## src/sv/dgp_pkg.sv

```systemverilog
`timescale 1ns / 1ps
package dgp_pkg;

  localparam int unsigned FracBits = 16;

  localparam logic [30:0] Max31     = 31'h7FFF_FFFF;
  localparam logic [31:0] Ln2Q32    = 32'd2977044472;
  localparam logic [31:0] OneQ      = 32'h0001_0000;

  localparam logic [30:0] StepReset   = 31'd65536;
  localparam logic [30:0] ShrinkReset = 31'd65536;
  localparam logic [31:0] ClampLoRst  = 32'hFFF6_0000;  // -10.0
  localparam logic [31:0] ClampHiRst  = 32'h000A_0000;  // +10.0

  typedef enum logic [1:0] {
    REG_STEP_SCALE   = 2'd0,
    REG_SHRINK_WIDTH = 2'd1,
    REG_CLAMP_LOW    = 2'd2,
    REG_CLAMP_HIGH   = 2'd3
  } reg_idx_e;

endpackage

```

## src/sv/diagonal_gaussian_proposal_core.sv

```systemverilog
`timescale 1ns / 1ps
// Channel   | Dir | Beat contents
// ----------+-----+------------------------------------------------------------
// s_axis    | in  | tdata: grad_value, second_moment; tuser: prior_only; tlast: last_dim
// m_axis    | out | tdata: mean_out, inv_cov_out, std_dev_out, log_det_out;
//           |     | tuser: saturated; tlast: last_out
// cfg       | in  | cfg_we_i, cfg_idx_i, cfg_wdata_i, one register per cycle
//
// The work runs through the shared 33-step restoring divider (three reciprocals),
// the 24-step square root, the leading-one search and 16 squarings of the log;
// a prior-only beat takes only its first reciprocal and the log.
// A zero or above-2^32 divisor skips its divider pass; zero precision skips the log.
// Multiplies share one 32x32 multiplier; divider and square root each have their own compare.
// Reset clears the log-determinant accumulator and loads default registers.
// A result waiting on m_axis stalls only the final accumulate step; input ready returns
// in the same cycle as the result appears on m_axis.
module diagonal_gaussian_proposal_core (
  input  logic          clk_i,
  input  logic          rst_ni,
  input  logic          s_axis_tvalid,
  output logic          s_axis_tready,
  input  logic [63:0]   s_axis_tdata,   // grad_value[31:0], second_moment[62:32]
  input  logic          s_axis_tuser,   // prior_only
  input  logic          s_axis_tlast,
  output logic          m_axis_tvalid,
  input  logic          m_axis_tready,
  output logic [127:0]  m_axis_tdata,   // mean[31:0], inv_cov[62:32], std_dev[93:63],
                                        // log_det[125:94]
  output logic          m_axis_tuser,   // saturated
  output logic          m_axis_tlast,
  input  logic          cfg_we_i,
  input  logic [1:0]    cfg_idx_i,
  input  logic [31:0]   cfg_wdata_i
);
  import dgp_pkg::*;

  typedef enum logic [4:0] {
    S_IDLE, S_MW, S_SHRK, S_DIV, S_SHRKD, S_MS, S_MVLO, S_MVHI, S_VAR, S_INV,
    S_SQI, S_SQRT, S_MM, S_MEAN, S_LOGCHK, S_NORM, S_LSQM, S_LSQU, S_LNM, S_LNR,
    S_ACC
  } state_e;

  typedef enum logic [1:0] {DS_SHRK, DS_VAR, DS_COV} dsel_e;

  state_e state_q, state_d;
  dsel_e  dsel_q, dsel_d;
  logic [5:0]  cnt_q, cnt_d;
  logic signed [31:0] g_q, g_d;
  logic [30:0] m_q, m_d;
  logic prior_q, prior_d, last_q, last_d, sat_q, sat_d;
  logic [30:0] step_q, step_d, shr_q, shr_d;
  logic signed [31:0] clo_q, clo_d, chi_q, chi_d;
  logic [63:0] prod_q, lo_q, lo_d;
  logic [13:0] wk_q, wk_d;
  logic [32:0] rem_q, rem_d, quo_q, quo_d, dvs_q, dvs_d;
  logic [30:0] res_q, res_d, shrk_q, shrk_d, inv_q, inv_d, cov_q, cov_d, std_q, std_d;
  logic [31:0] mean_q, mean_d;
  logic gneg_q, gneg_d;
  logic [47:0] sv_q, sv_d;
  logic [25:0] srem_q, srem_d;
  logic [23:0] root_q, root_d;
  logic [30:0] y_q, y_d;
  logic [4:0]  k_q, k_d;
  logic [15:0] frac_q, frac_d;
  logic lneg_q, lneg_d;
  logic signed [31:0] lg_q, lg_d, acc_q, acc_d;
  logic [127:0] otd_q, otd_d;
  logic ov_q, ov_d, olast_q, olast_d, ouser_q, ouser_d;

  logic [31:0] mul_a, mul_b;
  logic        dreq;
  logic [61:0] dv;
  state_e      dnext;

  // recurrence temporaries
  logic [33:0] r2;
  logic        dge;
  logic [32:0] qnew;
  logic [95:0] vf;
  logic [31:0] isum, mp1;
  logic [30:0] invv;
  logic [26:0] rr;
  logic        sge;
  logic [26:0] sdiff;
  logic signed [31:0] gc;
  logic [31:0] gmag;
  logic [46:0] pm;
  logic [33:0] t;
  logic signed [5:0]  kk;
  logic [21:0] l2, l2m;
  logic [64:0] lsum;
  logic [31:0] rmag;
  logic signed [32:0] asum;
  logic signed [31:0] accs;
  logic asat;

  assign s_axis_tready = (state_q == S_IDLE);
  assign m_axis_tvalid = ov_q;
  assign m_axis_tdata  = otd_q;
  assign m_axis_tlast  = olast_q;
  assign m_axis_tuser  = ouser_q;

  assign mp1 = {1'b0, m_q} + OneQ;

  always_comb begin
    state_d = state_q;  dsel_d = dsel_q;  cnt_d = cnt_q;
    g_d = g_q;  m_d = m_q;  prior_d = prior_q;  last_d = last_q;  sat_d = sat_q;
    step_d = step_q;  shr_d = shr_q;  clo_d = clo_q;  chi_d = chi_q;
    lo_d = lo_q;  wk_d = wk_q;  rem_d = rem_q;  quo_d = quo_q;  dvs_d = dvs_q;
    res_d = res_q;  shrk_d = shrk_q;  inv_d = inv_q;  cov_d = cov_q;  std_d = std_q;
    mean_d = mean_q;  gneg_d = gneg_q;  sv_d = sv_q;  srem_d = srem_q;  root_d = root_q;
    y_d = y_q;  k_d = k_q;  frac_d = frac_q;  lneg_d = lneg_q;  lg_d = lg_q;
    acc_d = acc_q;  otd_d = otd_q;  ov_d = ov_q;  olast_d = olast_q;  ouser_d = ouser_q;
    mul_a = '0;  mul_b = '0;
    dreq = 1'b0;  dv = '0;
    vf = '0;  isum = '0;  invv = '0;
    r2 = {rem_q, (cnt_q == 6'd32)};
    dge = (r2 >= {1'b0, dvs_q});
    qnew = {quo_q[31:0], dge};
    rr = {srem_q[24:0], sv_q[47:46]};
    sge = (rr >= {1'b0, root_q, 2'b01});
    sdiff = rr - {1'b0, root_q, 2'b01};
    gc = (g_q < clo_q) ? clo_q : ((g_q > chi_q) ? chi_q : g_q);
    gmag = gc[31] ? (~gc + 32'd1) : gc;
    pm = prod_q[63:17];
    t = prod_q[63:30];
    kk = $signed({1'b0, k_q}) - 6'sd16;
    l2 = {kk, frac_q};
    l2m = l2[21] ? (~l2 + 22'd1) : l2;
    lsum = {1'b0, prod_q} + 65'h0_8000_0000;
    rmag = lsum[63:32];
    asum = {acc_q[31], acc_q} + {lg_q[31], lg_q};
    asat = (asum > 33'sd2147483647) || (asum < -33'sd2147483648);
    accs = (asum > 33'sd2147483647) ? 32'sh7FFF_FFFF :
           ((asum < -33'sd2147483648) ? 32'sh8000_0000 : asum[31:0]);

    if (m_axis_tready && ov_q) ov_d = 1'b0;

    if (cfg_we_i) begin
      case (reg_idx_e'(cfg_idx_i))
        REG_STEP_SCALE:   step_d = cfg_wdata_i[30:0];
        REG_SHRINK_WIDTH: shr_d  = cfg_wdata_i[30:0];
        REG_CLAMP_LOW:    clo_d  = cfg_wdata_i;
        REG_CLAMP_HIGH:   chi_d  = cfg_wdata_i;
        default: ;
      endcase
    end

    case (state_q)
      S_IDLE: begin
        if (s_axis_tvalid) begin
          g_d = s_axis_tdata[31:0];
          m_d = s_axis_tdata[62:32];
          prior_d = s_axis_tuser;
          last_d = s_axis_tlast;
          sat_d = 1'b0;
          state_d = S_MW;
        end
      end
      S_MW: begin
        mul_a = {1'b0, shr_q};  mul_b = {1'b0, shr_q};
        state_d = S_SHRK;
      end
      S_SHRK: begin
        dreq = 1'b1;  dv = {14'b0, prod_q[63:16]};  dsel_d = DS_SHRK;
      end
      S_DIV: begin
        rem_d = dge ? r2[32:0] - dvs_q : r2[32:0];
        quo_d = qnew;
        cnt_d = cnt_q - 6'd1;
        if (cnt_q == 6'd0) begin
          if (qnew > {2'b0, Max31}) begin
            res_d = Max31;  sat_d = 1'b1;
          end else begin
            res_d = qnew[30:0];
          end
          state_d = dnext;
        end
      end
      S_SHRKD: begin
        shrk_d = res_q;
        if (prior_q) begin
          inv_d = res_q;  std_d = shr_q;  mean_d = '0;
          state_d = S_LOGCHK;
        end else begin
          state_d = S_MS;
        end
      end
      S_MS: begin
        mul_a = {1'b0, step_q};  mul_b = {1'b0, step_q};
        state_d = S_MVLO;
      end
      S_MVLO: begin
        mul_a = prod_q[47:16];  mul_b = mp1;
        wk_d = prod_q[61:48];
        state_d = S_MVHI;
      end
      S_MVHI: begin
        lo_d = prod_q;
        mul_a = {18'b0, wk_q};  mul_b = mp1;
        state_d = S_VAR;
      end
      S_VAR: begin
        vf = {prod_q, 32'b0} + {32'b0, lo_q};
        dreq = 1'b1;  dv = vf[77:16];  dsel_d = DS_VAR;
      end
      S_INV: begin
        isum = {1'b0, res_q} + {1'b0, shrk_q};
        if (isum > {1'b0, Max31}) begin
          invv = Max31;  sat_d = 1'b1;
        end else begin
          invv = isum[30:0];
        end
        inv_d = invv;
        dreq = 1'b1;  dv = {31'b0, invv};  dsel_d = DS_COV;
      end
      S_SQI: begin
        cov_d = res_q;
        sv_d = {1'b0, res_q, 16'b0};
        srem_d = '0;  root_d = '0;  cnt_d = 6'd23;
        state_d = S_SQRT;
      end
      S_SQRT: begin
        srem_d = sge ? sdiff[25:0] : rr[25:0];
        root_d = {root_q[22:0], sge};
        sv_d = {sv_q[45:0], 2'b00};
        cnt_d = cnt_q - 6'd1;
        if (cnt_q == 6'd0) begin
          std_d = {7'b0, root_q[22:0], sge};
          state_d = S_MM;
        end
      end
      S_MM: begin
        mul_a = gmag;  mul_b = {1'b0, cov_q};
        gneg_d = gc[31];
        state_d = S_MEAN;
      end
      S_MEAN: begin
        if (gneg_q) begin
          if (pm > 47'h0_8000_0000) begin
            mean_d = 32'h8000_0000;  sat_d = 1'b1;
          end else begin
            mean_d = 32'd0 - pm[31:0];
          end
        end else begin
          if (pm > {16'b0, Max31}) begin
            mean_d = {1'b0, Max31};  sat_d = 1'b1;
          end else begin
            mean_d = pm[31:0];
          end
        end
        state_d = S_LOGCHK;
      end
      S_LOGCHK: begin
        if (inv_q == '0) begin
          lg_d = 32'sh8000_0000;  sat_d = 1'b1;
          state_d = S_ACC;
        end else begin
          y_d = inv_q;  k_d = 5'd30;
          state_d = S_NORM;
        end
      end
      S_NORM: begin
        // leading-one search, one position per cycle
        if (y_q[30]) begin
          cnt_d = 6'd15;  frac_d = '0;
          state_d = S_LSQM;
        end else begin
          y_d = {y_q[29:0], 1'b0};
          k_d = k_q - 5'd1;
        end
      end
      S_LSQM: begin
        mul_a = {1'b0, y_q};  mul_b = {1'b0, y_q};
        state_d = S_LSQU;
      end
      S_LSQU: begin
        if (|t[33:31]) begin
          y_d = t[31:1];  frac_d = {frac_q[14:0], 1'b1};
        end else begin
          y_d = t[30:0];  frac_d = {frac_q[14:0], 1'b0};
        end
        cnt_d = cnt_q - 6'd1;
        state_d = (cnt_q == 6'd0) ? S_LNM : S_LSQM;
      end
      S_LNM: begin
        mul_a = {10'b0, l2m};  mul_b = Ln2Q32;
        lneg_d = l2[21];
        state_d = S_LNR;
      end
      S_LNR: begin
        lg_d = lneg_q ? (32'sd0 - $signed(rmag)) : $signed(rmag);
        state_d = S_ACC;
      end
      S_ACC: begin
        if (!ov_q || m_axis_tready) begin
          otd_d = {2'b00, (last_q ? accs : 32'sd0), std_q, inv_q, mean_q};
          ouser_d = sat_q | asat;
          olast_d = last_q;
          ov_d = 1'b1;
          acc_d = last_q ? 32'sd0 : accs;
          state_d = S_IDLE;
        end
      end
      default: state_d = S_IDLE;
    endcase

    // common reciprocal entry: zero and out-of-range divisors bypass the divider
    if (dreq) begin
      if (dv == '0) begin
        res_d = Max31;  sat_d = 1'b1;  state_d = dnext;
      end else if ((|dv[61:33]) || (dv[32] && (|dv[31:0]))) begin
        res_d = '0;  state_d = dnext;
      end else begin
        dvs_d = dv[32:0];  rem_d = '0;  quo_d = '0;  cnt_d = 6'd32;
        state_d = S_DIV;
      end
    end
  end

  always_comb begin
    case (dsel_d)
      DS_SHRK: dnext = S_SHRKD;
      DS_VAR:  dnext = S_INV;
      DS_COV:  dnext = S_SQI;
      default: dnext = S_IDLE;
    endcase
  end

  always_ff @(posedge clk_i or negedge rst_ni) begin
    if (!rst_ni) begin
      state_q <= S_IDLE;
      ov_q    <= 1'b0;
      acc_q   <= '0;
      step_q  <= StepReset;
      shr_q   <= ShrinkReset;
      clo_q   <= ClampLoRst;
      chi_q   <= ClampHiRst;
    end else begin
      state_q <= state_d;
      ov_q    <= ov_d;
      acc_q   <= acc_d;
      step_q  <= step_d;
      shr_q   <= shr_d;
      clo_q   <= clo_d;
      chi_q   <= chi_d;
    end
  end

  always_ff @(posedge clk_i) begin
    prod_q <= mul_a * mul_b;
    dsel_q <= dsel_d;  cnt_q <= cnt_d;
    g_q <= g_d;  m_q <= m_d;  prior_q <= prior_d;  last_q <= last_d;  sat_q <= sat_d;
    lo_q <= lo_d;  wk_q <= wk_d;  rem_q <= rem_d;  quo_q <= quo_d;  dvs_q <= dvs_d;
    res_q <= res_d;  shrk_q <= shrk_d;  inv_q <= inv_d;  cov_q <= cov_d;  std_q <= std_d;
    mean_q <= mean_d;  gneg_q <= gneg_d;  sv_q <= sv_d;  srem_q <= srem_d;
    root_q <= root_d;  y_q <= y_d;  k_q <= k_d;  frac_q <= frac_d;  lneg_q <= lneg_d;
    lg_q <= lg_d;  otd_q <= otd_d;  olast_q <= olast_d;  ouser_q <= ouser_d;
  end

endmodule

```

## config.mk

```make
export PLATFORM = sky130hd
export DESIGN_NAME = diagonal_gaussian_proposal_core
export DESIGN_NICKNAME = d
export VERILOG_FILES = /design/src/sv/dgp_pkg.sv /design/src/sv/diagonal_gaussian_proposal_core.sv
export SDC_FILE = /design/constraint.sdc
export NUM_CORES = 2
export LEC_CHECK = 0
export ABC_CLOCK_PERIOD_IN_PS = 12300
export BUFFER_PORTS_ARGS = -buffer_cell sky130_fd_sc_hd__buf_2
export CAP_MARGIN = 20
export CORE_MARGIN = 4
export CORE_UTILIZATION = 50
export DETAILED_ROUTE_END_ITERATION = 8
export GPL_TIMING_DRIVEN = 1
export PLACE_DENSITY = 0.69
export SYNTH_ARGS = -nofsm -noshare
export SYNTH_HDL_FRONTEND = slang
export SYNTH_SLANG_ARGS = --single-unit
```

## constraint.sdc

```tcl
create_clock -name clk_i -period 12.3 [get_ports clk_i]
set_input_delay 3.075 -clock clk_i [delete_from_list [all_inputs] [get_ports clk_i]]
set_output_delay 3.075 -clock clk_i [all_outputs]
set_load 0.03 [all_outputs]
```

After elaboration in Yosys (flattened, before gate mapping)
Index checks and enable logic that the tools add are counted.

storage, ports and cells
  flip-flop bits (word level) = 977
  bits of input ports = 105
  output and inout port bits = 132
  logic and storage cells = 237

cells by class
  $add $sub $neg = 14
  $mul = 1
  $lt $le $gt $ge = 10
  eq/ne operators = 38
  multiplexer cells = 87
  bitwise gates (word level) = 5
  reductions and logical operators = 42

operators by type and width
  cell                                                                               count
  31-bit two-way mux                                                                 13
  32-bit two-way mux                                                                 12
  33-bit two-way mux                                                                 9
  32-bit case mux with 7 select lines                                                1
  32-bit case mux with 6 select lines                                                1
  62-bit case mux with 3 select lines                                                1
  32-bit case mux with 2 select lines                                                2
  31-bit case mux with 2 select lines                                                2
  48-bit case mux with 2 select lines                                                1
  5-bit case mux with 19 select lines                                                1
  31-bit case mux with 3 select lines                                                1
  78-bit by 64-bit adder with 78-bit output                                          1
  64-bit by 32-bit adder with 64-bit output, second input constant                   1
  32-bit by 32-bit multiplier with 64-bit output                                     1
  1-bit by 32-bit subtractor with 32-bit output, first input constant                2
  62-bit logical NOT                                                                 1
  25-bit case mux with 2 select lines                                                1
  24-bit case mux with 2 select lines                                                1
  47-bit by 31-bit greater-than comparator with 1-bit output, second input constant  1
  47-bit by 32-bit greater-than comparator with 1-bit output, second input constant  1
  5-bit two-way mux                                                                  9
  5-bit by 4-bit equality test with 1-bit output, second input constant              8
  34-bit by 33-bit >= comparator with 1-bit output                                   1
  32-bit by 32-bit adder with 33-bit output                                          1
  other kinds (60)                                                                   124

Longest topological paths before layout
  word-level depth = 10
  mapped depth = 54

Worst setup path before layout
No wires, ideal clock.

  kind = flip-flop to flip-flop
  from = reg g_q[1]
  to = reg prod_q[60]
  setup time = 0.072 ns
  arrival = 11.478 ns
  data required time = 12.228 ns
  setup slack = 0.750 ns
  cell stages (with the launch flop) = 49
  path buffers = 3
  path through = edfxtp_1 > ha_1 > nor2b_1 > o21a_1 > o21ai_1 > a21oi_1 > o311a_1 > or3_1 > nand2_2 > buf_4 > buf_4 > a21oi_1 > o21ai_0 > inv_1 > ha_1 > and4_1 > nand3_1 > nand2_1 > [... 13 more ...] > fa_1 > inv_1 > fa_1 > fa_1 > ha_1 > and4_1 > o21a_1 > o311a_1 > nand3_1 > o21ai_1 > o21a_1 > a41o_1 > a31oi_2 > o311ai_1 > a221oi_1 > o21bai_1 > a21oi_1 > xnor2_1

on the way
  word-level cells in the longest chain between the ends = 8
  elaborated cells between the ends (all ways) = 9
  classes of those cells = add/sub (1); mul (1); order compare (2); mux (4); bitwise (1)

ends and longest elaborated chain
  element                                             line                                    text
  start, declared                                     diagonal_gaussian_proposal_core.sv:48   logic signed [31:0] g_q, g_d;
  start signal, assigned                              diagonal_gaussian_proposal_core.sv:353  g_q <= g_d; m_q <= m_d; prior_q <= prior_d; last_q <= last_d; sat_q <= sat_d;
  32-bit greater-than comparator                      diagonal_gaussian_proposal_core.sv:123  gc = (g_q < clo_q) ? clo_q : ((g_q > chi_q) ? chi_q : g_q);
  32-bit two-way mux                                  diagonal_gaussian_proposal_core.sv:123
  32-bit two-way mux (*)                              diagonal_gaussian_proposal_core.sv:123
  32-bit inverter                                     diagonal_gaussian_proposal_core.sv:124  gmag = gc[31] ? (~gc + 32'd1) : gc;
  32-bit by 1-bit adder with 32-bit output            diagonal_gaussian_proposal_core.sv:124
  32-bit two-way mux (*)                              diagonal_gaussian_proposal_core.sv:124
  32-bit case mux with 7 select lines (*)             diagonal_gaussian_proposal_core.sv:149  case (state_q)
  32-bit by 32-bit multiplier with 64-bit output (*)  diagonal_gaussian_proposal_core.sv:351  prod_q <= mul_a * mul_b;
  end signal, assigned                                diagonal_gaussian_proposal_core.sv:351
  end, declared                                       diagonal_gaussian_proposal_core.sv:53   logic [63:0] prod_q, lo_q, lo_d;

Every way passes the cells marked *; elsewhere a longest branch is shown, timed or not.
A chain may end at the register's enable or synchronous reset.

Worst setup path in the final report
  from = reg clo_q[23]
  to = reg prod_q[50]

on the way
  word-level cells in the longest chain between the ends = 7

ends and longest elaborated chain
  element                                             line                                    text
  start, declared                                     diagonal_gaussian_proposal_core.sv:52   logic signed [31:0] clo_q, clo_d, chi_q, chi_d;
  start signal, assigned                              diagonal_gaussian_proposal_core.sv:337  clo_q <= ClampLoRst;
  start signal, assigned                              diagonal_gaussian_proposal_core.sv:345  clo_q <= clo_d;
  32-bit < comparator                                 diagonal_gaussian_proposal_core.sv:123
  32-bit two-way mux (*)                              diagonal_gaussian_proposal_core.sv:123
  32-bit inverter                                     diagonal_gaussian_proposal_core.sv:124
  32-bit by 1-bit adder with 32-bit output            diagonal_gaussian_proposal_core.sv:124
  32-bit two-way mux (*)                              diagonal_gaussian_proposal_core.sv:124
  32-bit case mux with 7 select lines (*)             diagonal_gaussian_proposal_core.sv:149
  32-bit by 32-bit multiplier with 64-bit output (*)  diagonal_gaussian_proposal_core.sv:351

Marks and branches as above.

==> metrics.yaml <==
floorplan:
  fp.dieW_um: 416.8
  boundaryPins: 237
  die_y_um: 416.8
  dieArea_um2: 173700
  core-area_um2: 165500
  core.rowCount: 149
  start_util: 0.5048
critical_path:
  cp.arrival_ns: 12.39
  start_kind: "flop"
  crit_buf_inv: 7
  crit_path_max_fanout: 28
  critPathTopFamily: "adder cells"
  worst_path_max_delay_cell: "fa_1"
  ff2ff_setup_slack_ns: 0.46
  cp-end-kind: "flop"
  required_ns: 12.85
  slowest_delay_ns: 0.64
  path_class: "reg -> reg"
  cpMostUsedCell: "fa_1"
timing:
  relSlewSlack: 0.2474
  fin_crit_ns: 11.84
  worstMarginPinSlew_ns: 1.127
  setup_viol: 0
  drv_slew: 0
  fin_skew_ns: 0.07867
  fmax_mhz: 84.45
  hold_viol: 0
  period_share: 0.9627
finish:
  fin_area_um2: 93010
  drive_gt1_frac: 0.1204
  most-common-layout-cells: "inv_1 (1199), nand2_1 (1048), nor2_1 (918), fa_1 (900), edfxtp_1 (611)"
  fin_nets: 10490
  syn_to_final_growth_pct: 11.29
  mostFrequentLayoutCell: "inv_1"
  final_core_util: 0.5618
  stdcell_count: 11280
routing:
  dr.pass1.iters: 8
  routedWlPerCell_um: 26.23
  drt.antenna.violating_nets: 0
  num_vias: 67700
  drc_errors: 0
  via_per_inst: 6.000
  wl_mm: 295.9
  initialDrtViolationCount: 7650
cts:
  cts_hold_buf: 0
  cts_sinks: 944
  cts_buffer_depth: 3
  numCtsBuffers: 105
  cts_tree: "built"
  clk_pin_slew_ns: 0.06
  root_buffer: "clkbuf_16"
  clk-insertion-delay-late_ns: 0.76
  htreeDepth: 3
global_routing:
  grt_antenna_before_repair: 24
  grt_max_degree: 118
  grt-ovfl-total: 0
  grt_pass1_wl_mm: 440.0
  grt_pass1_vias: 68520
  grt_usage: 0.3405
synthesis:
  synth_edf_count: 611
  yosys_warnings: 0
  ys_ff_latch: 944
  syn_inst: 8756
  ys.flop_type: "edfxtp_1"
  yosysSeqAreaShare: 0.3094
  yosys.cell_types.count: 116
  syn_area_per_cell_um2: 9.544
  synthArstFlopShare: 0.1737
  synth_area_um2: 83570
power:
  power.density_nw_per_um2: 226.1
  ir_worst_vdd_v: 0.0002700
  p_leak_uw: 0.04196
placement:
  placed_area_um2: 88850
  dp_hpwl_mm: 229.1
  dp.cells: 11070
  gp_congestion: 1.001
  port_buffers: 233
flow_run:
  cap_violations: 0
status:
  status: "completed"
worst_hold_path:
  hold_class: "reg -> reg"
cells by family (layout without fill, tap and decap cells):
group                    after synthesis  in the layout  synth area share
AND/OR/NAND/NOR                     2713           2713            0.1418
buffers and inverters               1663           1993           0.07664
AO/OA/AOI/OAI                       1514           1514            0.1219
adder cells (fa/ha/maj)             1394           1394            0.2896
flip-flops                           944            944            0.3094
XOR/XNOR                             302            302           0.03165
multiplexers                         225            225           0.02896
other                                  1             10        0.00004487
state kept, by name (all words and copies together), names as in the netlist, 33 cells and up:
register      flops
rem_q            33
m_axis_tdata    126
dvs_q            33
prod_q           64
lo_q             48
synthesized netlist by cell type (all sizes together), types with 91 or more instances:
cell type | number | share of area
fa | 900 | 0.22
ha | 494 | 0.074
mux2i | 91 | 0.011
clkbuf | 337 | 0.015
edfxtp | 611 | 0.22
nor3 | 144 | 0.0089
mux2 | 134 | 0.018
dfxtp | 169 | 0.040
nor2 | 932 | 0.042
nand3 | 125 | 0.0075
inv | 1201 | 0.054
a21o | 160 | 0.014
nand2 | 1055 | 0.048
a21oi | 340 | 0.020
xor2 | 110 | 0.012
dfrtp | 146 | 0.044
o21ai | 382 | 0.023
xnor2 | 192 | 0.020
buf | 123 | 0.0075
stage by stage:
step,total power [uW],hold slack (ns),setup TNS (ns),setup WS (ns)
6_report,21020,0.4187,0,0.4586
2_1_floorplan,12710,0.4003,0,0.7496
3_3_place_gp,17020,0.4036,0,0.1395
4_1_cts,20750,0.4183,0,0.02349
5_1_grt,22290,0.4202,-0.03463,-0.02244
3_5_place_dp,17220,0.4045,-0.1607,-0.08392
routing by layer:
metal	share of wire	GRT usage	wire length (um)	vias up
li1	-	-	-	29690
met1	0.38	0.4360	113100	33660
met2	0.43	0.5121	127500	3435
met3	0.094	0.07173	27950	910
met4	0.092	0.2507	27250	10
met5	0.00023	0	68	-
power breakdown:
group	total [uW]	leakage [uW]	switching (uW)	internal, uW
Sequential	5040	0.00901	668	4370
Combinational	12500	0.0311	8270	4270
Clock	3450	0.00188	1390	2060
Total	21000	0.0420	10300	10700
cell type report:
type                    instances  area [um2]
fillers                     14560       72540
multi-input cells            6150       51850
flip-flops and latches        944       25860
inverters                    1203        4521
repair buffers                591        4185
clock buffers                 148        3119
well taps                    2189        2739
clock inverters                51       714.4
diodes                          8       20.02
what timing repair did:
item,CTS,global route
gates resized for setup,5,50
cloned,0,0
buffers inserted,0,9
setup endpoints to repair,9,23
pin swaps,0,15
worst paths after layout:
kind,cells past startpoint,from,to
worst max-delay path,43,clo_q[23]$_DFFE_PN1P_,prod_q[50]$_DFF_P_
worst min-delay path,0,std_q[14]$_DFFE_PP_,m_axis_tdata[77]$_DFFE_PP_
worst max register to register,43,clo_q[23]$_DFFE_PN1P_,prod_q[50]$_DFF_P_
worst min register to register,0,std_q[14]$_DFFE_PP_,m_axis_tdata[77]$_DFFE_PP_
max in group asynchronous,2,rst_ni,acc_q[23]$_DFFE_PN0P_
min in group asynchronous,1,rst_ni,clo_q[13]$_DFFE_PN0P_
Note: power is estimated with default switching activity, not from simulation.
